==> config.mk <==
export PLATFORM = sky130hd
export DESIGN_NAME = per_core_slot_allocator_flat
export DESIGN_NICKNAME = d
export VERILOG_FILES = /design/src/rtl/pcsa_pkg.sv /design/src/rtl/pcsa_channels.sv /design/src/rtl/per_core_slot_allocator.sv /design/src/rtl/pcsa_ram.sv /design/src/rtl/pcsa_ctrl.sv /design/src/rtl/pcsa_dpath.sv /design/src/flat_wrapper.sv
export SDC_FILE = /design/constraint.sdc
export NUM_CORES = 1
export LEC_CHECK = 0
export ABC_AREA = 1
export BUFFER_PORTS_ARGS = -buffer_cell sky130_fd_sc_hd__buf_4
export CORE_MARGIN = 2
export CORE_UTILIZATION = 23
export DETAILED_ROUTE_END_ITERATION = 10
export PLACE_DENSITY = 0.35
export SLEW_MARGIN = 20
export SYNTH_ARGS = -nofsm -noshare
export SYNTH_HDL_FRONTEND = slang
export SYNTH_SLANG_ARGS = --single-unit
==> constraint.sdc <==
create_clock -name clock -period 2.95 [get_ports clock]
set_input_delay 0.1475 -clock clock [delete_from_list [all_inputs] [get_ports clock]]
set_output_delay 0.1475 -clock clock [all_outputs]
set_load 0.01 [all_outputs]
==> src/rtl/pcsa_pkg.sv <==
// Shared constants, codes and control types of the per-core slot allocator.
package pcsa_pkg;

   localparam int MAX_CORES_DEF = 8;
   localparam int MAX_POOLS_DEF = 16;

   localparam int REQ_W      = 1;
   localparam int CORE_W     = 3;
   localparam int SLOT_W     = 4;
   localparam int STATUS_W   = 2;
   localparam int CCFG_W     = 4;
   localparam int PCFG_W     = 5;
   localparam int CSR_IDX_W  = 2;
   localparam int CSR_DATA_W = 5;

   localparam logic [CSR_IDX_W-1:0] CSR_CORES = 2'd0;
   localparam logic [CSR_IDX_W-1:0] CSR_POOLS = 2'd1;

   localparam logic [CCFG_W-1:0] CORES_RESET = 4'd8;
   localparam logic [PCFG_W-1:0] POOLS_RESET = 5'd16;

   localparam logic [REQ_W-1:0] REQ_ALLOC = 1'b0;
   localparam logic [REQ_W-1:0] REQ_FREE  = 1'b1;

   localparam logic [STATUS_W-1:0] ST_OK        = 2'd0;
   localparam logic [STATUS_W-1:0] ST_NO_FREE   = 2'd1;
   localparam logic [STATUS_W-1:0] ST_NOT_ALLOC = 2'd2;
   localparam logic [STATUS_W-1:0] ST_BAD_CORE  = 2'd3;

   typedef struct packed {
      logic capture;
      logic check;
      logic load_row;
      logic free_eval;
      logic mod_step;
      logic scan_step;
      logic finish;
   } pcsa_cmd_type;

   typedef struct packed {
      logic core_bad;
      logic is_free;
      logic start_ge_np;
      logic scan_hit;
      logic scan_last;
   } pcsa_stat_type;

endpackage

==> src/rtl/pcsa_channels.sv <==
// Handshake channel interfaces: request, response and register write.
interface pcsa_req_if;
   import pcsa_pkg::*;
   logic                valid;
   logic                ready;
   logic [REQ_W-1:0]    req_type;
   logic [CORE_W-1:0]   core_id;
   logic [SLOT_W-1:0]   slot_index;
   modport source (output valid, output req_type, output core_id, output slot_index,
                   input ready);
   modport sink   (input valid, input req_type, input core_id, input slot_index,
                   output ready);
endinterface

interface pcsa_rsp_if;
   import pcsa_pkg::*;
   logic                valid;
   logic                ready;
   logic [SLOT_W-1:0]   granted_slot;
   logic [STATUS_W-1:0] status;
   modport source (output valid, output granted_slot, output status, input ready);
   modport sink   (input valid, input granted_slot, input status, output ready);
endinterface

interface pcsa_csr_if;
   import pcsa_pkg::*;
   logic                  valid;
   logic                  ready;
   logic [CSR_IDX_W-1:0]  index;
   logic [CSR_DATA_W-1:0] data;
   modport source (output valid, output index, output data, input ready);
   modport sink   (input valid, input index, input data, output ready);
endinterface

==> src/rtl/per_core_slot_allocator.sv <==
// Steps: check, then finish for a core out of range; else row load, then free evaluation
//   (free) or k start-index reduction steps and a scan of n (1..pools_in_use) slots, one
//   per cycle (allocate), then finish; k is nonzero only after pools shrinks.
// Throughput: one word at a time; the next request word is taken in the cycle after the
//   response word is registered, while that response may still wait for rsp ready.
// Reset: synchronous, clears all in-use flags (per-core row valid bits), start index 0.
module per_core_slot_allocator #(
   parameter int MAX_CORES = pcsa_pkg::MAX_CORES_DEF,
   parameter int MAX_POOLS = pcsa_pkg::MAX_POOLS_DEF
) (
   input  logic        clock,
   input  logic        reset,
   pcsa_req_if.sink    req_port,
   pcsa_rsp_if.source  rsp_port,
   pcsa_csr_if.sink    csr_port
);
   import pcsa_pkg::*;

   pcsa_cmd_type  cmd;
   pcsa_stat_type stat;

   // all register writes taken; user must ensure software writes them only while idle
   assign csr_port.ready = 1'b1;

   // sequencer: accepts a request word, walks the flag row, hands off the response word
   pcsa_ctrl u_ctrl (
      .clock     (clock),
      .reset     (reset),
      .req_valid (req_port.valid),
      .req_ready (req_port.ready),
      .rsp_valid (rsp_port.valid),
      .rsp_ready (rsp_port.ready),
      .stat      (stat),
      .cmd       (cmd)
   );

   // datapath: one flag row per core in a RAM, scanned slot by slot from the
   // shared rotating start index
   pcsa_dpath #(
      .MAX_CORES (MAX_CORES),
      .MAX_POOLS (MAX_POOLS)
   ) u_dpath (
      .clock        (clock),
      .reset        (reset),
      .csr_write    (csr_port.valid && csr_port.ready),
      .csr_index    (csr_port.index),
      .csr_data     (csr_port.data),
      .req_type     (req_port.req_type),
      .core_id      (req_port.core_id),
      .slot_index   (req_port.slot_index),
      .cmd          (cmd),
      .stat         (stat),
      .granted_slot (rsp_port.granted_slot),
      .status       (rsp_port.status)
   );

endmodule

==> src/rtl/pcsa_ram.sv <==
// Generic single-write, single-read RAM with registered read data.
module pcsa_ram #(
   parameter int WIDTH = 16,
   parameter int DEPTH = 8
) (
   input  logic                                    clock,
   input  logic                                    wr_en,
   input  logic [((DEPTH > 1) ? $clog2(DEPTH) : 1)-1:0] wr_addr,
   input  logic [WIDTH-1:0]                        wr_data,
   input  logic                                    rd_en,
   input  logic [((DEPTH > 1) ? $clog2(DEPTH) : 1)-1:0] rd_addr,
   output logic [WIDTH-1:0]                        rd_data
);

   logic [WIDTH-1:0] mem [DEPTH];
   logic [WIDTH-1:0] rd_data_ff;

   always_ff @(posedge clock) begin
      if (wr_en) begin
         mem[wr_addr] <= wr_data;
      end
      if (rd_en) begin
         rd_data_ff <= mem[rd_addr];
      end
   end

   assign rd_data = rd_data_ff;

endmodule

==> src/rtl/pcsa_ctrl.sv <==
// Request sequencer of the slot allocator and the response valid flag.
module pcsa_ctrl (
   input  logic                    clock,
   input  logic                    reset,
   input  logic                    req_valid,
   output logic                    req_ready,
   output logic                    rsp_valid,
   input  logic                    rsp_ready,
   input  pcsa_pkg::pcsa_stat_type stat,
   output pcsa_pkg::pcsa_cmd_type  cmd
);
   import pcsa_pkg::*;

   localparam logic [2:0] S_IDLE   = 3'd0;
   localparam logic [2:0] S_CHECK  = 3'd1;
   localparam logic [2:0] S_LOAD   = 3'd2;
   localparam logic [2:0] S_FREE   = 3'd3;
   localparam logic [2:0] S_MOD    = 3'd4;
   localparam logic [2:0] S_SCAN   = 3'd5;
   localparam logic [2:0] S_FINISH = 3'd6;

   logic [2:0] state_ff, state_in;
   logic       rsp_valid_ff, rsp_valid_in;
   logic       out_free;

   assign out_free = !rsp_valid_ff || rsp_ready;

   always_comb begin
      state_in = state_ff;
      cmd      = '0;
      unique case (state_ff)
         S_IDLE: begin
            if (req_valid) begin
               cmd.capture = 1'b1;
               state_in    = S_CHECK;
            end
         end
         S_CHECK: begin
            cmd.check = 1'b1;
            state_in  = stat.core_bad ? S_FINISH : S_LOAD;
         end
         S_LOAD: begin
            cmd.load_row = 1'b1;
            state_in     = stat.is_free ? S_FREE : S_MOD;
         end
         S_FREE: begin
            cmd.free_eval = 1'b1;
            state_in      = S_FINISH;
         end
         S_MOD: begin
            cmd.mod_step = 1'b1;
            if (!stat.start_ge_np) begin
               state_in = S_SCAN;
            end
         end
         S_SCAN: begin
            cmd.scan_step = 1'b1;
            if (stat.scan_hit || stat.scan_last) begin
               state_in = S_FINISH;
            end
         end
         S_FINISH: begin
            if (out_free) begin
               cmd.finish = 1'b1;
               state_in   = S_IDLE;
            end
         end
         default: begin
            state_in = S_IDLE;
         end
      endcase
   end

   always_comb begin
      rsp_valid_in = rsp_valid_ff;
      if (cmd.finish) begin
         rsp_valid_in = 1'b1;
      end else if (rsp_ready) begin
         rsp_valid_in = 1'b0;
      end
   end

   always_ff @(posedge clock) begin
      if (reset) begin
         state_ff     <= S_IDLE;
         rsp_valid_ff <= 1'b0;
      end else begin
         state_ff     <= state_in;
         rsp_valid_ff <= rsp_valid_in;
      end
   end

   assign req_ready = (state_ff == S_IDLE);
   assign rsp_valid = rsp_valid_ff;

endmodule

==> src/rtl/pcsa_dpath.sv <==
// Datapath of the slot allocator: registers, flag rows, scan and result words.
module pcsa_dpath #(
   parameter int MAX_CORES = pcsa_pkg::MAX_CORES_DEF,
   parameter int MAX_POOLS = pcsa_pkg::MAX_POOLS_DEF
) (
   input  logic                                clock,
   input  logic                                reset,
   input  logic                                csr_write,
   input  logic [pcsa_pkg::CSR_IDX_W-1:0]      csr_index,
   input  logic [pcsa_pkg::CSR_DATA_W-1:0]     csr_data,
   input  logic [pcsa_pkg::REQ_W-1:0]          req_type,
   input  logic [pcsa_pkg::CORE_W-1:0]         core_id,
   input  logic [pcsa_pkg::SLOT_W-1:0]         slot_index,
   input  pcsa_pkg::pcsa_cmd_type              cmd,
   output pcsa_pkg::pcsa_stat_type             stat,
   output logic [pcsa_pkg::SLOT_W-1:0]         granted_slot,
   output logic [pcsa_pkg::STATUS_W-1:0]       status
);
   import pcsa_pkg::*;

   localparam int AW     = (MAX_CORES > 1) ? $clog2(MAX_CORES) : 1;
   localparam int SW     = (MAX_POOLS > 1) ? $clog2(MAX_POOLS) : 1;
   localparam int CCNT_W = $clog2(MAX_CORES + 1);
   localparam int PCNT_W = $clog2(MAX_POOLS + 1);

   // configuration and persistent state
   logic [CCFG_W-1:0]    cores_cfg_ff;
   logic [PCFG_W-1:0]    pools_cfg_ff;
   logic [SW-1:0]        start_ff;
   logic [MAX_CORES-1:0] row_valid_ff;

   // per-request working registers
   logic [REQ_W-1:0]     req_type_ff;
   logic [CORE_W-1:0]    core_ff;
   logic [SLOT_W-1:0]    slot_ff;
   logic [MAX_POOLS-1:0] row_ff;
   logic [SW-1:0]        cur_ff;
   logic [PCNT_W-1:0]    cnt_ff;
   logic [SW-1:0]        res_slot_ff;
   logic [STATUS_W-1:0]  res_status_ff;
   logic                 res_wr_ff;
   logic [SLOT_W-1:0]    rsp_slot_ff;
   logic [STATUS_W-1:0]  rsp_status_ff;

   logic [CCNT_W-1:0]    nc;
   logic [PCNT_W-1:0]    np;
   logic [AW-1:0]        addr;
   logic [SW-1:0]        cur_inc;
   logic [SW-1:0]        start_inc;
   logic [SW-1:0]        free_idx;
   logic [MAX_POOLS-1:0] rd_row;
   logic                 free_ok;

   // clamp the counts to their legal ranges
   always_comb begin
      if (cores_cfg_ff == '0) begin
         nc = CCNT_W'(1);
      end else if (32'(cores_cfg_ff) > MAX_CORES) begin
         nc = CCNT_W'(MAX_CORES);
      end else begin
         nc = CCNT_W'(cores_cfg_ff);
      end
      if (pools_cfg_ff == '0) begin
         np = PCNT_W'(1);
      end else if (32'(pools_cfg_ff) > MAX_POOLS) begin
         np = PCNT_W'(MAX_POOLS);
      end else begin
         np = PCNT_W'(pools_cfg_ff);
      end
   end

   assign addr      = AW'(core_ff);
   assign cur_inc   = (32'(cur_ff) + 1 == 32'(np)) ? '0 : SW'(32'(cur_ff) + 1);
   assign start_inc = (32'(start_ff) + 1 == 32'(np)) ? '0 : SW'(32'(start_ff) + 1);
   assign free_idx  = SW'(slot_ff);
   assign free_ok   = (32'(slot_ff) < 32'(np)) && row_ff[free_idx];

   assign stat.core_bad    = 32'(core_ff) >= 32'(nc);
   assign stat.is_free     = (req_type_ff == REQ_FREE);
   assign stat.start_ge_np = 32'(start_ff) >= 32'(np);
   assign stat.scan_hit    = !row_ff[cur_ff];
   assign stat.scan_last   = (32'(cnt_ff) + 1 == 32'(np));

   pcsa_ram #(
      .WIDTH (MAX_POOLS),
      .DEPTH (MAX_CORES)
   ) u_flags (
      .clock   (clock),
      .wr_en   (cmd.finish && res_wr_ff),
      .wr_addr (addr),
      .wr_data (row_ff),
      .rd_en   (cmd.check),
      .rd_addr (addr),
      .rd_data (rd_row)
   );

   always_ff @(posedge clock) begin
      if (reset) begin
         cores_cfg_ff <= CORES_RESET;
         pools_cfg_ff <= POOLS_RESET;
         start_ff     <= '0;
         row_valid_ff <= '0;
      end else begin
         if (csr_write && csr_index == CSR_CORES) begin
            cores_cfg_ff <= csr_data[CCFG_W-1:0];
         end
         if (csr_write && csr_index == CSR_POOLS) begin
            pools_cfg_ff <= csr_data[PCFG_W-1:0];
         end
         if (cmd.mod_step) begin
            if (stat.start_ge_np) begin
               start_ff <= SW'(32'(start_ff) - 32'(np));
            end else begin
               start_ff <= start_inc;
            end
         end
         if (cmd.finish && res_wr_ff) begin
            row_valid_ff[addr] <= 1'b1;
         end
      end
   end

   always_ff @(posedge clock) begin
      if (cmd.capture) begin
         req_type_ff <= req_type;
         core_ff     <= core_id;
         slot_ff     <= slot_index;
      end
      if (cmd.check) begin
         res_slot_ff   <= '0;
         res_status_ff <= ST_BAD_CORE;
         res_wr_ff     <= 1'b0;
      end
      if (cmd.load_row) begin
         row_ff <= row_valid_ff[addr] ? rd_row : '0;
      end
      if (cmd.free_eval) begin
         if (free_ok) begin
            row_ff[free_idx] <= 1'b0;
            res_slot_ff      <= free_idx;
            res_status_ff    <= ST_OK;
            res_wr_ff        <= 1'b1;
         end else begin
            res_status_ff <= ST_NOT_ALLOC;
         end
      end
      if (cmd.mod_step && !stat.start_ge_np) begin
         cur_ff <= start_ff;
         cnt_ff <= '0;
      end
      if (cmd.scan_step) begin
         if (stat.scan_hit) begin
            row_ff[cur_ff] <= 1'b1;
            res_slot_ff    <= cur_ff;
            res_status_ff  <= ST_OK;
            res_wr_ff      <= 1'b1;
         end else if (stat.scan_last) begin
            res_status_ff <= ST_NO_FREE;
         end else begin
            cur_ff <= cur_inc;
            cnt_ff <= PCNT_W'(32'(cnt_ff) + 1);
         end
      end
      if (cmd.finish) begin
         rsp_slot_ff   <= SLOT_W'(res_slot_ff);
         rsp_status_ff <= res_status_ff;
      end
   end

   assign granted_slot = rsp_slot_ff;
   assign status       = rsp_status_ff;

endmodule
==> src/flat_wrapper.sv <==
// flat-port wrapper written by rule: the top's interface ports become plain ports
module per_core_slot_allocator_flat import pcsa_pkg::*;
#(
   parameter int MAX_CORES = pcsa_pkg::MAX_CORES_DEF,
   parameter int MAX_POOLS = pcsa_pkg::MAX_POOLS_DEF
)
  (clock, reset, req_port_valid, req_port_req_type, req_port_core_id, req_port_slot_index, req_port_ready, rsp_port_valid, rsp_port_granted_slot, rsp_port_status, rsp_port_ready, csr_port_valid, csr_port_index, csr_port_data, csr_port_ready);
  pcsa_req_if req_port_i ();
  pcsa_rsp_if rsp_port_i ();
  pcsa_csr_if csr_port_i ();
  input  logic clock;
  input  logic reset;
  input wire logic [$bits(req_port_i.valid)-1:0] req_port_valid;
  input wire logic [$bits(req_port_i.req_type)-1:0] req_port_req_type;
  input wire logic [$bits(req_port_i.core_id)-1:0] req_port_core_id;
  input wire logic [$bits(req_port_i.slot_index)-1:0] req_port_slot_index;
  output wire logic [$bits(req_port_i.ready)-1:0] req_port_ready;
  output wire logic [$bits(rsp_port_i.valid)-1:0] rsp_port_valid;
  output wire logic [$bits(rsp_port_i.granted_slot)-1:0] rsp_port_granted_slot;
  output wire logic [$bits(rsp_port_i.status)-1:0] rsp_port_status;
  input wire logic [$bits(rsp_port_i.ready)-1:0] rsp_port_ready;
  input wire logic [$bits(csr_port_i.valid)-1:0] csr_port_valid;
  input wire logic [$bits(csr_port_i.index)-1:0] csr_port_index;
  input wire logic [$bits(csr_port_i.data)-1:0] csr_port_data;
  output wire logic [$bits(csr_port_i.ready)-1:0] csr_port_ready;
  assign req_port_i.valid = req_port_valid;
  assign req_port_i.req_type = req_port_req_type;
  assign req_port_i.core_id = req_port_core_id;
  assign req_port_i.slot_index = req_port_slot_index;
  assign req_port_ready = req_port_i.ready;
  assign rsp_port_valid = rsp_port_i.valid;
  assign rsp_port_granted_slot = rsp_port_i.granted_slot;
  assign rsp_port_status = rsp_port_i.status;
  assign rsp_port_i.ready = rsp_port_ready;
  assign csr_port_i.valid = csr_port_valid;
  assign csr_port_i.index = csr_port_index;
  assign csr_port_i.data = csr_port_data;
  assign csr_port_ready = csr_port_i.ready;
  per_core_slot_allocator #(.MAX_CORES(MAX_CORES), .MAX_POOLS(MAX_POOLS)) u_core (.clock(clock), .reset(reset), .req_port(req_port_i), .rsp_port(rsp_port_i), .csr_port(csr_port_i));
endmodule
=== Word level (Yosys, flattened, before mapping) ===
Memory sizes are Yosys's and may differ from the RTL's. A register that Yosys moved wholly into a read port is not among the register bits.
Cells that the tools add are included.

* $add $sub $neg: 4
* Multiply operators: 0
* Shifts and indexed selects: 0
* Eq/ne operators: 14
* $lt $le $gt $ge: 11
* Mux-type cells: 69
* Div/mod/pow operators: 0
* Bitwise gates (word level): 4
* Reductions and logical operators: 19

{| class="wikitable"
|+ Operators by type and width
! operator !! number
|-
| 2-to-1 mux 16 bit || 6
|-
| 2-to-1 mux 4 bit || 14
|-
| 2-to-1 mux 5 bit || 6
|-
| 2-to-1 mux 1 bit || 24
|-
| case mux 3 bit (7 select lines) || 1
|-
| 2-to-1 mux 3 bit || 6
|-
| AND 16 bit || 1
|-
| NOT 16 bit || 1
|-
| OR 16 bit || 1
|-
| 2-to-1 mux 2 bit || 6
|-
| adder 4 x 1 -> 5 bit, second input constant || 2
|-
| == test 5 bit || 2
|-
| < comparator 4 x 5 -> 1 bit, second input constant || 2
|-
| == test 3 bit, second input constant || 3
|-
| binary-select mux 1 bit (select 4 bit) || 2
|-
| demux 1 bit (select 4 bit) || 2
|-
| greater-or-equal comparator 4 x 1 -> 1 bit, second input constant || 2
|-
| logical AND 1 bit || 8
|-
| inequality test 2 bit, second input constant || 4
|-
| OR 8 bit || 1
|-
| adder 5 x 1 -> 6 bit, second input constant || 1
|-
| == test 3 x 2 -> 1 bit, second input constant || 2
|-
| == test 6 x 5 -> 1 bit || 1
|-
| greater-or-equal comparator 4 x 5 -> 1 bit || 1
|-
| other kinds (19) || 22
|}

* Bits in latches: 0
* Memory bits (read-only): 0
* Word-level logic and storage cells: 139
* Flip-flop bits (word level): 71
* Input bits: 20
* Memories: 1
* RAM bits: 128

{| class="wikitable"
|+ Memory list
! name !! depth !! width !! rd ports !! clocked after Yosys merged registers in !! wr ports !! line !! RTL
|-
| u_core.u_dpath.u_flags.mem || 8 || 16 || 1 || 1 || 1 || pcsa_ram.sv:15 || <nowiki>logic [WIDTH-1:0] mem [DEPTH];</nowiki>
|}

=== Longest topological paths before layout ===
Gate-level depths: netlist of run 1.

* Depth in word-level cells: 11
* Mapped depth: 15
* Depth with buffers taken out: 15

=== By module ===
A second synthesis of run 1 with hierarchy kept.

* Cells, all modules: 1210
* Area total of the unflattened synthesis: 10630.2 um2

{| class="wikitable"
|+ By module, submodules not included
! module !! cells each !! instances !! area each (um2)
|-
| pcsa_ram || 587 || 1 || 6149.6
|-
| pcsa_dpath || 564 || 1 || 4139.0
|-
| pcsa_ctrl || 57 || 1 || 330.3
|-
| per_core_slot_allocator || 2 || 1 || 11.3
|}

=== Least setup slack after synthesis of run 1 ===
No wires, ideal clock.

* Path kind: flip-flop to flip-flop
* Start: register u_core.u_ctrl.state_ff[2]
* End: memory u_core.u_dpath.u_flags.mem[0][0], enable pin
* Setup time: 390 ps
* Clock period less this slack: 2391 ps
* Setup slack: 559 ps
* Data arrival time: 2001 ps
* Cell stages (with the launch flop): 8
* Cells stage by stage: dfxtp_1 > buf_2 > nand2_1 > nor2_1 > inv_1 > nor2_1 > nand2_1 > nor2_1

{| class="wikitable"
|+ RTL lines
! item !! line !! RTL
|-
| start, declared || pcsa_ctrl.sv:22 || <nowiki>logic [2:0] state_ff, state_in;</nowiki>
|-
| start signal, assigned || pcsa_ctrl.sv:88 || <nowiki>state_ff <= state_in;</nowiki>
|-
| end, declared || pcsa_ram.sv:15 ||
|}

=== Worst setup path after layout of run 1 ===
* Start: register u_core.u_dpath.pools_cfg_ff[4]
* End: register u_core.u_dpath.row_ff[1]

* Longest elaborated chain between the ends: 10
* Elaborated cells between the ends (all ways): 11

{| class="wikitable"
|+ RTL lines
! item !! line !! RTL
|-
| start, declared || pcsa_dpath.sv:28 || <nowiki>logic [PCFG_W-1:0] pools_cfg_ff;</nowiki>
|-
| start signal, assigned || pcsa_dpath.sv:108 || <nowiki>pools_cfg_ff <= csr_data[PCFG_W-1:0];</nowiki>
|-
| > comparator 5 bit || pcsa_dpath.sv:65 || <nowiki>end else if (32'(pools_cfg_ff) > MAX_POOLS) begin</nowiki>
|-
| 2-to-1 mux 5 bit || pcsa_dpath.sv:65 ||
|-
| 2-to-1 mux 5 bit * || pcsa_dpath.sv:63 || <nowiki>if (pools_cfg_ff == '0) begin</nowiki>
|-
| < comparator 4 x 5 -> 1 bit * || pcsa_dpath.sv:76 || <nowiki>assign free_ok = (32'(slot_ff) < 32'(np)) && row_ff[free_idx];</nowiki>
|-
| logical AND 1 bit * || pcsa_dpath.sv:76 ||
|-
| 2-to-1 mux 16 bit * || pcsa_dpath.sv:138 || <nowiki>if (free_ok) begin</nowiki>
|-
| 2-to-1 mux 16 bit * || pcsa_dpath.sv:137 || <nowiki>if (cmd.free_eval) begin</nowiki>
|-
| OR 16 bit (no source line) || -- ||
|-
| 2-to-1 mux 16 bit || pcsa_dpath.sv:152 || <nowiki>if (stat.scan_hit) begin</nowiki>
|-
| 2-to-1 mux 16 bit * || pcsa_dpath.sv:151 || <nowiki>if (cmd.scan_step) begin</nowiki>
|-
| end signal, assigned || pcsa_dpath.sv:135 || <nowiki>row_ff <= row_valid_ff[addr] ? rd_row : '0;</nowiki>
|-
| end, declared || pcsa_dpath.sv:36 || <nowiki>logic [MAX_POOLS-1:0] row_ff;</nowiki>
|}

Every way passes the cells marked *; elsewhere a longest branch is shown, timed or not.
A chain may end at the register's enable or synchronous reset.

==> results of run 1 <==
## report_power, final
part	internal, W	switching, W	leakage (nW)	total [W]
registers	0.00354	0.000189	1.76	0.00373
clock network	0.00207	0.00129	0.441	0.00336
logic	0.000579	0.00112	2.12	0.00170
total	0.00619	0.00260	4.33	0.00879
## cells in the final DEF, fill, tap and decap left out, drive strengths merged, types with 3 or more instances in the layout
cell type,netlist,final
a21oi,22,22
a221oi,18,18
a22o,15,15
a22oi,18,18
buf,16,63
bufinv,0,3
clkbuf,10,42
clkinv,2,6
dfxtp,57,57
dlygate4sd3,0,22
edfxtp,158,158
ha,16,16
inv,85,86
nand2,240,240
nand3,81,81
nand4,15,15
nor2,95,95
nor3,10,10
o211ai,3,3
o21ai,27,27
o22ai,5,5
o2bb2ai,4,4
xor2,7,7
## worst min-delay path, stage by stage
cell and delay [ns]:
sky130_fd_sc_hd__buf_4 0.08, sky130_fd_sc_hd__nor2_1 0.04, sky130_fd_sc_hd__nand2_1 0.20, sky130_fd_sc_hd__a21oi_1 0.10
## how the worst min path moves through the flow
| stage | start | slack (ns) | depth (start not counted) | endpoint |
|---|---|---|---|---|
| 6_report | csr_port_index[1] | 0.09 | 4 | u_core.u_dpath.pools_cfg_ff[2] |
| 5_1_grt | csr_port_index[1] | 0.08 | 4 | u_core.u_dpath.pools_cfg_ff[2] |
| 4_1_cts | csr_port_index[1] | 0.06 | 4 | u_core.u_dpath.pools_cfg_ff[2] |
| 3_5_place_dp | req_port_core_id[1] | 0.33 | 1 | u_core.u_dpath.addr[1] |
| 3_3_place_gp | req_port_core_id[1] | 0.33 | 1 | u_core.u_dpath.addr[1] |
| 2_1_floorplan | req_port_core_id[0] | 0.25 | 0 | u_core.u_dpath.addr[0] |
## stage by stage
step | total power, W | hold slack [ns] | setup slack (ns)
6_report | 0.008791 | 0.08533 | 0.5739
5_1_grt | 0.009279 | 0.08348 | 0.3026
4_1_cts | 0.008937 | 0.05631 | 0.5306
3_5_place_dp | 0.005513 | 0.3269 | 0.5356
3_3_place_gp | 0.005542 | 0.3273 | 0.5564
2_1_floorplan | 0.004856 | 0.2464 | 0.5587
## flip-flops by register name, indices dropped and copies added (netlist names), 4 cells and up
name and flops:
u_core.u_dpath.row_ff 16, u_core.u_dpath.u_flags.rd_data 16, u_core.u_dpath.cur_ff 4, u_core.u_dpath.pools_cfg_ff 5, u_core.u_dpath.u_flags.mem 128, u_core.u_dpath.granted_slot 4, u_core.u_dpath.cores_cfg_ff 4, u_core.u_dpath.row_valid_ff 8
u_core.u_dpath.free_idx 4, u_core.u_dpath.cnt_ff 5, u_core.u_dpath.start_ff 4, u_core.u_dpath.res_slot_ff 4
## routing by layer
layer / GRT usage (%) / up-vias
met3: 1.853 / 33
met5: 0 / -
met1: 18.89 / 3231
li1: - / 3366
met2: 22.73 / 112
met4: 2.569 / 0
## cell type report
type,count,area (um2),area share (%)
sequential,215,5886,51.04
inverter,87,326.6,2.832
tap,525,656.9,5.696
clock inverter,8,130.1,1.128
clock buffer,42,773.2,6.705
multi-input combinational,591,3029,26.27
timing repair buffer,85,730.7,6.336
## kinds of logic (layout without fill, tap and decap cells)
family          Yosys count  in the layout  synth area share [%]
flops                   215            215                 62.91
xor+xnor                  9              9                0.8426
other cells               1              1               0.04008
buf+inv                 113            222                 4.949
fa+ha+maj                17             17                 2.354
compound gates          119            119                 8.814
simple gates            445            445                 20.09
## what timing repair did
| action | in CTS | in global routing |
|---|---|---|
| hold endpoints to repair | 31 | 0 |
| setup endpoints to repair | 0 | 0 |
| hold buffers | 22 | 0 |
==> metrics.sh, run 1 <==
CRITPATHCAPTURE='u_core.u_dpath.row_ff[1]'
HTREEDEPTH=1
SYNTH_ENABLE_FLOP_CELLS=158
CP.REQUIRED_NS=3.39
IR_DROP_mV=0.4169
SYNTH-SEQ-CELLS=215
REMAINING_DESIGN_RULE_VIOLATION_COUNT=0
UNREPAIRED_SETUP_ENDPOINTS_AFTER_GLOBAL_ROUTING='false'
GRT_MAX_DEGREE=21
IO_PINS=29
POST_SYNTHESIS_SEQUENTIAL_AREA_RATIO_PCT=62.91
SYNTHDOMINANTAREACELLTYPE='sky130_fd_sc_hd__edfxtp_1'
FINAL.SETUP.TNS_NS=0
SYN-MEAN-INSTANCE-AREA_UM2=10.18
SYNTH_WARNINGS=0
LAYOUT_CELLS_SIZED_ABOVE_1_PCT=13.52
WIRE_LENGTH_ON_MET1_UM=13630
TIMING.FMAX_MHz=420.9
CRITICAL-PATH-SLOWEST-CELL='sky130_fd_sc_hd__dfxtp_1'
DRT-PASS1-ITER-COUNT=5
MAPPEDNETLISTNETS=956
CORE_AREA_MM2=0.03991
PORTBUFFERS=27
AREAGROWTHSYNTHTOFINISH_PCT=23.27
RELSLEWSLACK_PCT=63.77
CTS_MAX_PATH_BUFFERS=3
R2R_START='u_core.u_dpath.pools_cfg_ff[4]'
FILLERS=4197
CLOCK_LATENCY_NS=0.55
DETAILEDROUTE.FIRSTITERATIONVIOLATIONS=429
NETLIST_AREA_MM2=0.009355
TOP_CELL_FAMILY_BY_DELAY_ON_THE_CRITICAL_PATH='simple AND/OR/NAND/NOR gates'
POWER.DENSITY_mW_PER_MM2=762.3
SHARE_OF_FLIP_FLOPS_WITH_AN_ASYNCHRONOUS_SET_OR_RESET_PCT=0
WIRELENGTH_UM=28060
FINALWEIGHTEDCONGESTION=0.7623
CORE.ROWCOUNT=73
VIASPERCELL=4.341
CRITPATHBUFINV=2
MOST_COMMON_CELL_ON_CRIT_PATH='sky130_fd_sc_hd__nand2_1'
FINAL_CELL_COUNT_NO_FILL=1553
SETUP.WORST_PATH.START_CLASS='flop'
MAXSLEWVIOLCOUNT=0
ROUTEDWLPERCELL_UM=18.07
FINAL_ANTENNA_NET_COUNT=0
SYNTH_FF_TYPE='sky130_fd_sc_hd__edfxtp_1'
DRV_CAP=0
DIE_AREA_MM2=0.04230
GRT_USAGE_PCT=13.62
WORSTSETUPPATHDEPTH=12
CTS-ROOT-BUF='sky130_fd_sc_hd__clkbuf_16'
WORSTREG2REGEND='u_core.u_dpath.row_ff[1]'
CTS_MADE_BUFFERS=27
FIN_UTIL_PCT=28.89
MET2WIRELENGTH_UM=13060
VIAS_IN_THE_FIRST_GLOBAL_ROUTE=6912
MOST_FREQUENT_CELL_AFTER_SYNTHESIS='sky130_fd_sc_hd__nand2_1'
DPL.HPWL_UM=18910
STARTPOINT_TO_ENDPOINT_CLASS_OF_THE_CRITICAL_PATH='flop to flop'
INSERTEDDIODECOUNT=0
CELLS_AFTER_SYNTH=919
INITIAL_UTILIZATION_PCT=23.44
SYNTHTOPCELLSBYAREA='sky130_fd_sc_hd__edfxtp_1 (51%), sky130_fd_sc_hd__dfxtp_1 (12%), sky130_fd_sc_hd__nand2_1 (9.6%)'
SETUP-VIOLATIONS-FINAL=0
WORSTPATHCELLLIST='inv_2 > nand2_1 > ha_1 > a21oi_1 > o21ai_0 > nor2_1 > nand3_1 > nor2_1 > buf_4 > nand3_1 > nand2_1 > nand2_1'
TRITONCTS='yes'
HORIZ_DIE_DIM_UM=205.7
GRT_OVERFLOW=0
R2R_SETUP_SLACK_NS=0.57
ROUTE.MET3.WL_UM=1009
FINAL_MIN_PERIOD_OVER_CLOCK_PERIOD_PCT=80.55
R2R.WORST_PATH.CELLS=12
SYNTH_TOP_CELLS_BY_COUNT='sky130_fd_sc_hd__nand2_1 (239), sky130_fd_sc_hd__edfxtp_1 (158), sky130_fd_sc_hd__nor2_1 (93), sky130_fd_sc_hd__nand3_1 (79), sky130_fd_sc_hd__inv_1 (71)'
WIRE_LENGTH_OF_THE_FIRST_GLOBAL_ROUTING_PASS_UM=42930
FINAL.MIN_CLOCK_PERIOD_NS=2.376
HIGHEST_SIGNAL_LAYER='met4'
VIAS=6742
WORST_HOLD_PATH_TYPE='primary input to flop'
NUMBER_OF_FAILING_HOLD_ENDPOINTS_AT_THE_FINAL_STAGE=0
YOSYS.AREA.TOP_TYPE_SHARE_PCT=50.72
MAX_STAGE_DELAY_NS=0.35
CRITICAL_PATH_ARRIVAL_NS=2.81
TIGHTEST_SLEW_NS=0.5427
CP-STARTPOINT='u_core.u_dpath.pools_cfg_ff[4]'
GRT_ANTENNA_BEFORE_REPAIR=0
DIE_Y_UM=205.7
LEAKAGEPOWER_nW=4.328
FIN_SKEW_NS=0.01262
NUMCLOCKSINKS=215
CLOCK_SLEW_SEEN_BY_THE_REGISTERS_OF_THE_WORST_SETUP_AND_HOLD_PATHS_NS=0.05
CRITICAL_PATH_PEAK_FANOUT=20
CP-END-KIND='flop'
SYNTH_CELL_TYPES=44
CTS_POST_SETUP_BUFFERS_INSERTED=0
NUMPLACEDINSTANCES=1481
DETAILED_PLACE.AREA_MM2=0.01041
POST_CTS_RESIZED=0
NETS=1044
FINAL_DESIGN_AREA_NO_FILL_MM2=0.01153
RUN_STATUS='finished, final reports clean'
Note: power is estimated with default switching activity, not from simulation.
==> run 2: changes to the inputs <==
- PLACE_DENSITY: 0.35 -> 0.36
- clock period: 2.95 -> 1.95 ns (I/O delays scaled with it)
==> metrics.sh, run 2 (synthesis gave the netlist of run 1 again) <==
AREAGROWTHSYNTHTOFINISH_PCT=38.36
LEAKAGEPOWER_nW=4.915  # +14%
CORE.ROWCOUNT=73  # unchanged
LARGEST_REGISTER_FFS=128  # unchanged
IO_PINS=29  # unchanged
NETS=1141  # +9.3%
R2R_START='u_core.u_dpath.free_idx[1]'
CP-END-KIND='flop'
FAILED_CHECKS='negative setup slack'
FIN_UTIL_PCT=32.43  # +3.5 points
TIMING.FMAX_MHz=502.4  # +19%
FINAL_CELL_MIX='sky130_fd_sc_hd__nand2_1 (217), sky130_fd_sc_hd__edfxtp_1 (158), sky130_fd_sc_hd__buf_4 (130)'
NUMCLOCKSINKS=215  # unchanged
CP.REQUIRED_NS=2.41  # -0.98 ns
GRT_ANTENNA_BEFORE_REPAIR=0  # unchanged
STARTPOINT_TO_ENDPOINT_CLASS_OF_THE_CRITICAL_PATH='flop to flop'
FINAL.MIN_CLOCK_PERIOD_NS=1.991  # -0.3855 ns
UNREPAIRED_SETUP_ENDPOINTS_AFTER_GLOBAL_ROUTING='true'
CRITPATHBUFINV=4  # +2
CRITICAL_PATH_ARRIVAL_NS=2.45  # -0.36 ns
WIRELENGTH_UM=29580  # +5.4%
VIASPERCELL=4.399  # +1.3%
FINAL_MIN_PERIOD_OVER_CLOCK_PERIOD_PCT=102.1  # +22 points
R2R_SETUP_SLACK_NS=-0.04  # -0.61 ns
WIRE_LENGTH_OF_THE_FIRST_GLOBAL_ROUTING_PASS_UM=45410  # +5.8%
SETUP-VIOLATIONS-FINAL=24  # +24
ROUTEDWLPERCELL_UM=17.94  # -0.72%
ROUTE.MET3.WL_UM=1019  # +0.99%
WORST_HOLD_STARTPOINT='csr_port_index[0]'
DIE_Y_UM=205.7  # unchanged
NUMBER_OF_FAILING_HOLD_ENDPOINTS_AT_THE_FINAL_STAGE=0  # unchanged
GRT_MAX_DEGREE=18  # -14%
REPORT.POWER.TOTAL_W=0.01362  # +55%
HTREEDEPTH=1  # unchanged
CLOCK_LATENCY_NS=0.56  # about the same
SWITCHINGPOWER_W=0.004227  # +62%
RELSLEWSLACK_PCT=64.34  # +0.57 points
GRT_USAGE_PCT=14.38  # +0.76 points
TOP_CELL_FAMILY_BY_DELAY_ON_THE_CRITICAL_PATH='simple AND/OR/NAND/NOR gates'
CORE_AREA_MM2=0.03991  # unchanged
SETUP.WORST_PATH.START_CLASS='flop'
MAXSLEWVIOLCOUNT=0  # unchanged
GRT_OVERFLOW=0  # unchanged
FIN_SKEW_NS=0.01318  # +0.0005533 ns
WORSTREG2REGEND='u_core.u_dpath.row_ff[1]'
VIAS_IN_THE_FIRST_GLOBAL_ROUTE=7569  # +9.5%
POWER.DENSITY_mW_PER_MM2=1052  # +38%
TIGHTEST_SLEW_NS=0.5309  # -0.01182 ns
P_INT_W=0.009392  # +52%
WORST_HOLD_PATH_TYPE='primary input to flop'
REGMOSTFLOPS='u_core.u_dpath.u_flags.mem'
FINAL_DESIGN_AREA_NO_FILL_MM2=0.01294  # +12%
MAX_STAGE_DELAY_NS=0.46  # +0.11 ns
DRV_CAP=0  # unchanged
MOSTFREQUENTLAYOUTCELL='sky130_fd_sc_hd__nand2_1'
HOLD_PATH_DEPTH=4  # unchanged
NETSWITCHINGFRACTION_PCT=31.04  # +1.4 points
DIE_AREA_MM2=0.04230  # unchanged
INITIAL_UTILIZATION_PCT=23.44  # unchanged
CRITICAL-PATH-SLOWEST-CELL='sky130_fd_sc_hd__edfxtp_1'
CTS_MADE_BUFFERS=27  # unchanged
IR_DROP_mV=0.5185  # +24%
DETAILEDROUTE.FIRSTITERATIONVIOLATIONS=484  # +13%
R2R.WORST_PATH.CELLS=13  # +1
SEQUENTIALPOWERSHARE_PCT=41.4  # -1.1 points
REMAINING_DESIGN_RULE_VIOLATION_COUNT=0  # unchanged
MET2WIRELENGTH_UM=14210  # +8.8%
RUN_STATUS='complete, but fails checks'
WORSTPATHCELLLIST='buf_4 > nand2_2 > inv_2 > nand2_1 > nand2_1 > o21ai_1 > nand3_2 > nor2_4 > buf_12 > buf_16 > nand3_2 > nand2_1 > nand2_1'
CRITICAL_PATH_PEAK_FANOUT=5  # -75%
DETAILED_PLACE.AREA_MM2=0.01112  # +6.8%
MOST_COMMON_CELL_ON_CRIT_PATH='sky130_fd_sc_hd__nand2_1'
LAYOUT_CELLS_SIZED_ABOVE_1_PCT=28.11  # +15 points
HORIZ_DIE_DIM_UM=205.7  # unchanged
DRT-PASS1-ITER-COUNT=5  # unchanged
CTS_MAX_PATH_BUFFERS=3  # unchanged
HOLD_PATH_END='u_core.u_dpath.pools_cfg_ff[4]'
TRITONCTS='yes'
INSERTEDDIODECOUNT=0  # unchanged
PORTBUFFERS=27  # unchanged
PWR-SHARE-CLK_PCT=34.6  # -3.6 points
DPL.HPWL_UM=19870  # +5.0%
FINAL_ANTENNA_NET_COUNT=0  # unchanged
HIGHEST_SIGNAL_LAYER='met4'
SETUP_WS_NS=-0.04062  # -0.6145 ns
FINALWEIGHTEDCONGESTION=0.8224  # +7.9%
CTS-ROOT-BUF='sky130_fd_sc_hd__clkbuf_16'
RELATIVE_CONTRIBUTION_OF_COMBINATIONAL_CELLS_TO_TOTAL_POWER_PCT=24.1  # +4.8 points
FILLERS=4070  # -3.0%
VIAS=7254  # +7.6%
CLOCK_SLEW_SEEN_BY_THE_REGISTERS_OF_THE_WORST_SETUP_AND_HOLD_PATHS_NS=0.06  # about the same
WIRE_LENGTH_ON_MET1_UM=13650  # +0.18%
-- run 2: cell types whose count changed in the layout (fill, tap and decap cells not counted), moves of 14 or more --
| cell | change |
|---|---|
| sky130_fd_sc_hd__nor2_4 | +15 |
| sky130_fd_sc_hd__nand2_1 | -22 |
| sky130_fd_sc_hd__nand2_2 | +16 |
| sky130_fd_sc_hd__buf_4 | +70 |
| sky130_fd_sc_hd__nand3_1 | -26 |
| sky130_fd_sc_hd__nand3_2 | +24 |
| sky130_fd_sc_hd__nor2_1 | -14 |
-- run 2: area by class of cell --
type / count / area, um2 / share of cell area (%)
flip-flops and latches: 215 / 5891 / 45.51
multi-input cells: 592 / 3517 / 27.17
repair buffers: 181 / 1699 / 13.13
clock buffers: 34 / 711.9 / 5.500
well taps: 525 / 656.9 / 5.075
inverters: 87 / 354.1 / 2.736
clock inverters: 15 / 113.9 / 0.8796
-- run 2: how the worst max path moves through the flow --
stage                                   start                         to  slack, ns  cells after the start
2_1_floorplan  u_core.u_dpath.pools_cfg_ff[0]   u_core.u_dpath.cur_ff[2]       0.02                     12
3_3_place_gp   u_core.u_dpath.pools_cfg_ff[4]   u_core.u_dpath.cur_ff[0]      -0.20                     12
3_5_place_dp   u_core.u_dpath.pools_cfg_ff[4]   u_core.u_dpath.cur_ff[0]      -0.16                     12
4_1_cts        u_core.u_dpath.pools_cfg_ff[2]  u_core.u_dpath.row_ff[11]      -0.05                     15
5_1_grt            u_core.u_dpath.free_idx[1]   u_core.u_dpath.row_ff[1]      -0.16                     13
6_report           u_core.u_dpath.free_idx[1]   u_core.u_dpath.row_ff[1]      -0.04                     13
-- run 2: timing repair --
item / CTS / global route
gates cloned: 4 / 0
pin swaps: 29 / 22
endpoints found under the setup margin: 38 / 165
buffers inserted: 7 / 11
hold buffers: 25 / 0
gates resized for setup: 57 / 73
endpoints found under the hold margin: 32 / 0
-- run 2: routing by layer --
metal	vias to the layer above	GRT usage [%]
met2	120	24.36
met3	38	2.170
met4	0	4.188
met1	3524	18.93
met5	-	0
li1	3572	-
-- run 2: metrics by stage --
| step | cells | hold slack [ns] | setup TNS [ns] | worst slack, ns |
|---|---|---|---|---|
| floorplan | 919 | 0.1964 | 0 | 0.02201 |
| global placement | 1554 | 0.2795 | -4.099 | -0.1974 |
| detailed placement | 1554 | 0.2773 | -3.950 | -0.1632 |
| CTS | 1638 | 0.0001069 | -0.7637 | -0.05075 |
| global route | 1649 | 0.08171 | -3.747 | -0.1596 |
| finish | 1649 | 0.02678 | -0.4424 | -0.04062 |
-- run 2: tightest hold or removal path, cell delays in order --
cell                       delay [ns]
sky130_fd_sc_hd__buf_4           0.08
sky130_fd_sc_hd__nand2_1         0.13
sky130_fd_sc_hd__inv_1           0.14
sky130_fd_sc_hd__o211ai_1        0.09
-- run 2: power groups by stage --
| stage | Sequential, W | Clock [W] | Combinational (W) |
|---|---|---|---|
| finish | 0.00563 | 0.00471 | 0.00328 |
| global route | 0.00567 | 0.00504 | 0.00366 |
| CTS | 0.00563 | 0.00486 | 0.00316 |
| detailed placement | 0.00572 | 0 | 0.00298 |
| global placement | 0.00572 | 0 | 0.00299 |
| floorplan | 0.00565 | 0 | 0.00171 |
==> run 3: changes to the inputs <==
- SKIP_LAST_GASP: unset -> 1
==> metrics.sh, run 3 (synthesis gave the netlist of run 1 again) <==
RUN_STATUS='complete, but fails checks'
FAILED_CHECKS='negative setup slack'
ROUTEDWLPERCELL_UM=17.96  # +0.14%
GRT_ANTENNA_BEFORE_REPAIR=0  # unchanged
TIMING.FMAX_MHz=502.4  # about the same
DRT-PASS1-ITER-COUNT=5  # unchanged
FINALWEIGHTEDCONGESTION=0.8224  # unchanged
SETUP-VIOLATIONS-FINAL=18  # -25%
DPL.HPWL_UM=19870  # unchanged
AREAGROWTHSYNTHTOFINISH_PCT=38.66
TIGHTEST_SLEW_NS=0.5240  # -0.006915 ns
IR_DROP_mV=0.5186  # about the same
DRV_CAP=0  # unchanged
FINAL.MIN_CLOCK_PERIOD_NS=1.990  # -0.0002325 ns
GRT-BUSIEST-LAYER='met2'
DIE_AREA_MM2=0.04230  # unchanged
WORST_SETUP_TIMING_SLACK_AT_THE_PLACEMENT_STAGE_NS=-0.1632  # unchanged
MOSTFREQUENTLAYOUTCELL='sky130_fd_sc_hd__nand2_1'
CLOCK_LATENCY_NS=0.56  # about the same
CTS_MADE_BUFFERS=27  # unchanged
CP.REQUIRED_NS=2.40  # about the same
DIE_Y_UM=205.7  # unchanged
INITIAL_UTILIZATION_PCT=23.44  # unchanged
VIAS=7256  # +0.028%
CRITICAL_PATH_PEAK_FANOUT=5  # unchanged
GRT_MAX_DEGREE=18  # unchanged
SETUP_WS_NS=-0.04039  # +0.0002325 ns
REMAINING_DESIGN_RULE_VIOLATION_COUNT=0  # unchanged
FINAL_MIN_PERIOD_OVER_CLOCK_PERIOD_PCT=102.1  # about the same
CTS_MAX_PATH_BUFFERS=3  # unchanged
POWER.DENSITY_mW_PER_MM2=1052  # about the same
LAYOUT_CELLS_SIZED_ABOVE_1_PCT=28.71  # +0.60 points
CLOCK_SLEW_SEEN_BY_THE_REGISTERS_OF_THE_WORST_SETUP_AND_HOLD_PATHS_NS=0.05  # about the same
SETUP.WORST_PATH.START_CLASS='flop'
FILLERS=4068  # -0.049%
INSERTEDDIODECOUNT=0  # unchanged
NUMPLACEDINSTANCES=1554  # unchanged
GRT_USE_MET1_PCT=18.99  # +0.060 points
GRT_OVERFLOW=0  # unchanged
LEAKAGEPOWER_nW=4.926  # +0.23%
NETS=1142  # +0.088%
FINAL_ANTENNA_NET_COUNT=0  # unchanged
WORST_HOLD_PATH_TYPE='primary input to flop'
RELSLEWSLACK_PCT=64.80  # +0.46 points
DETAILEDROUTE.FIRSTITERATIONVIOLATIONS=508  # +5.0%
STARTPOINT_TO_ENDPOINT_CLASS_OF_THE_CRITICAL_PATH='flop to flop'
FINAL_CELL_COUNT_NO_FILL=1650  # +0.061%
TRITONCTS='yes'
CORE_AREA_MM2=0.03991  # unchanged
DETAILED_PLACE.AREA_MM2=0.01112  # unchanged
WIRE_LENGTH_OF_THE_FIRST_GLOBAL_ROUTING_PASS_UM=45370  # about the same
PORTBUFFERS=27  # unchanged
CTS-ROOT-BUF='sky130_fd_sc_hd__clkbuf_16'
NUMCLOCKSINKS=215  # unchanged
LARGEST_REGISTER_FFS=128  # unchanged
HTREEDEPTH=1  # unchanged
CP-END-KIND='flop'
GR_LAYER_USAGE_MET3_PCT=2.075  # -0.095 points
CRITICAL_PATH_ARRIVAL_NS=2.44  # about the same
FINAL_CELL_MIX='sky130_fd_sc_hd__nand2_1 (214), sky130_fd_sc_hd__edfxtp_1 (158), sky130_fd_sc_hd__buf_4 (131)'
WIRELENGTH_UM=29630  # +0.20%
HORIZ_DIE_DIM_UM=205.7  # unchanged
VIASPERCELL=4.398  # about the same
UNREPAIRED_SETUP_ENDPOINTS_AFTER_GLOBAL_ROUTING='true'
FIN_SKEW_NS=0.01357  # +0.0003919 ns
VIAS_IN_THE_FIRST_GLOBAL_ROUTE=7562  # -0.092%
CORE.ROWCOUNT=73  # unchanged
MAXSLEWVIOLCOUNT=0  # unchanged
IO_PINS=29  # unchanged
FINAL_DESIGN_AREA_NO_FILL_MM2=0.01297  # +0.22%
GRTUSAGEMET2_PCT=24.37  # about the same
REGMOSTFLOPS='u_core.u_dpath.u_flags.mem'
GRT_USAGE_PCT=14.37  # about the same
NUMBER_OF_FAILING_HOLD_ENDPOINTS_AT_THE_FINAL_STAGE=0  # unchanged
==> run 3: critical path: stages (launching register included) <==
cell and delay [ns]:
sky130_fd_sc_hd__dfxtp_2 0.33, sky130_fd_sc_hd__nor2_4 0.11, sky130_fd_sc_hd__buf_4 0.12, sky130_fd_sc_hd__nand3_2 0.08, sky130_fd_sc_hd__nand2_4 0.11, sky130_fd_sc_hd__ha_4 0.21, sky130_fd_sc_hd__nand2_1 0.06, sky130_fd_sc_hd__inv_1 0.04
sky130_fd_sc_hd__nand4_1 0.08, sky130_fd_sc_hd__buf_6 0.13, sky130_fd_sc_hd__buf_12 0.10, sky130_fd_sc_hd__nand4_4 0.16, sky130_fd_sc_hd__nor2_4 0.16, sky130_fd_sc_hd__nor2_1 0.06, sky130_fd_sc_hd__nand2_1 0.06, sky130_fd_sc_hd__nand2_1 0.05
==> run 3: what timing repair did <==
action | CTS | global route
endpoints found under the setup margin | 38 | 165
setup buffers | 7 | 13
resized for setup | 50 | 94
endpoints found under the hold margin | 32 | 0
hold buffers | 25 | 0
gates cloned | 4 | 0
pin swaps | 29 | 33
==> run 3: routing by layer <==
metal | part of all wire, % | wire [um] | vias to the layer above
met3 | 3.6 | 1075 | 38
met2 | 48 | 14360 | 124
met4 | 2.3 | 673 | 0
met5 | 0 | 0 | -
met1 | 46 | 13530 | 3521
li1 | - | - | 3573
==> run 3: final timing paths <==
path	slack [ns]	cells past startpoint	start	to
setup / recovery	-0.04	15	u_core.u_dpath.pools_cfg_ff[2]	u_core.u_dpath.cur_ff[0]
hold / removal	0.02	4	csr_port_index[0]	u_core.u_dpath.pools_cfg_ff[4]
setup reg to reg	-0.04	15	u_core.u_dpath.pools_cfg_ff[2]	u_core.u_dpath.cur_ff[0]
hold reg to reg	0.44	0	u_core.u_dpath.res_status_ff[1]	u_core.u_dpath.status[1]
==> run 3: power by group <==
part	internal (W)	leakage [nW]	total (W)	switching, W
logic	0.00132	2.75	0.00330	0.00198
registers	0.00536	1.77	0.00563	0.000274
clock network	0.00272	0.407	0.00471	0.00199
total	0.00940	4.93	0.0136	0.00424
==> run 3: cell type report <==
class | instances | area [um2] | area share [%]
Clock inverter | 15 | 113.9 | 0.8777
Inverter | 87 | 364.1 | 2.807
Multi-Input combinational cell | 592 | 3542 | 27.31
Tap cell | 525 | 656.9 | 5.064
Clock buffer | 34 | 711.9 | 5.488
Sequential cell | 215 | 5893 | 45.43
Timing Repair Buffer | 182 | 1690 | 13.03
==> run 3: metrics by stage <==
step                      setup TNS (ns)  util (%)  hold WS [ns]  power, W
after floorplan                        0         -        0.1964  0.007365
after global placement            -4.099     27.86        0.2795  0.008710
after detailed placement          -3.950     27.86        0.2773  0.008694
after CTS                        -0.8065     31.44     0.0001069   0.01364
after global routing              -3.411     32.50       0.07851   0.01439
final                            -0.2479     32.50       0.02479   0.01365
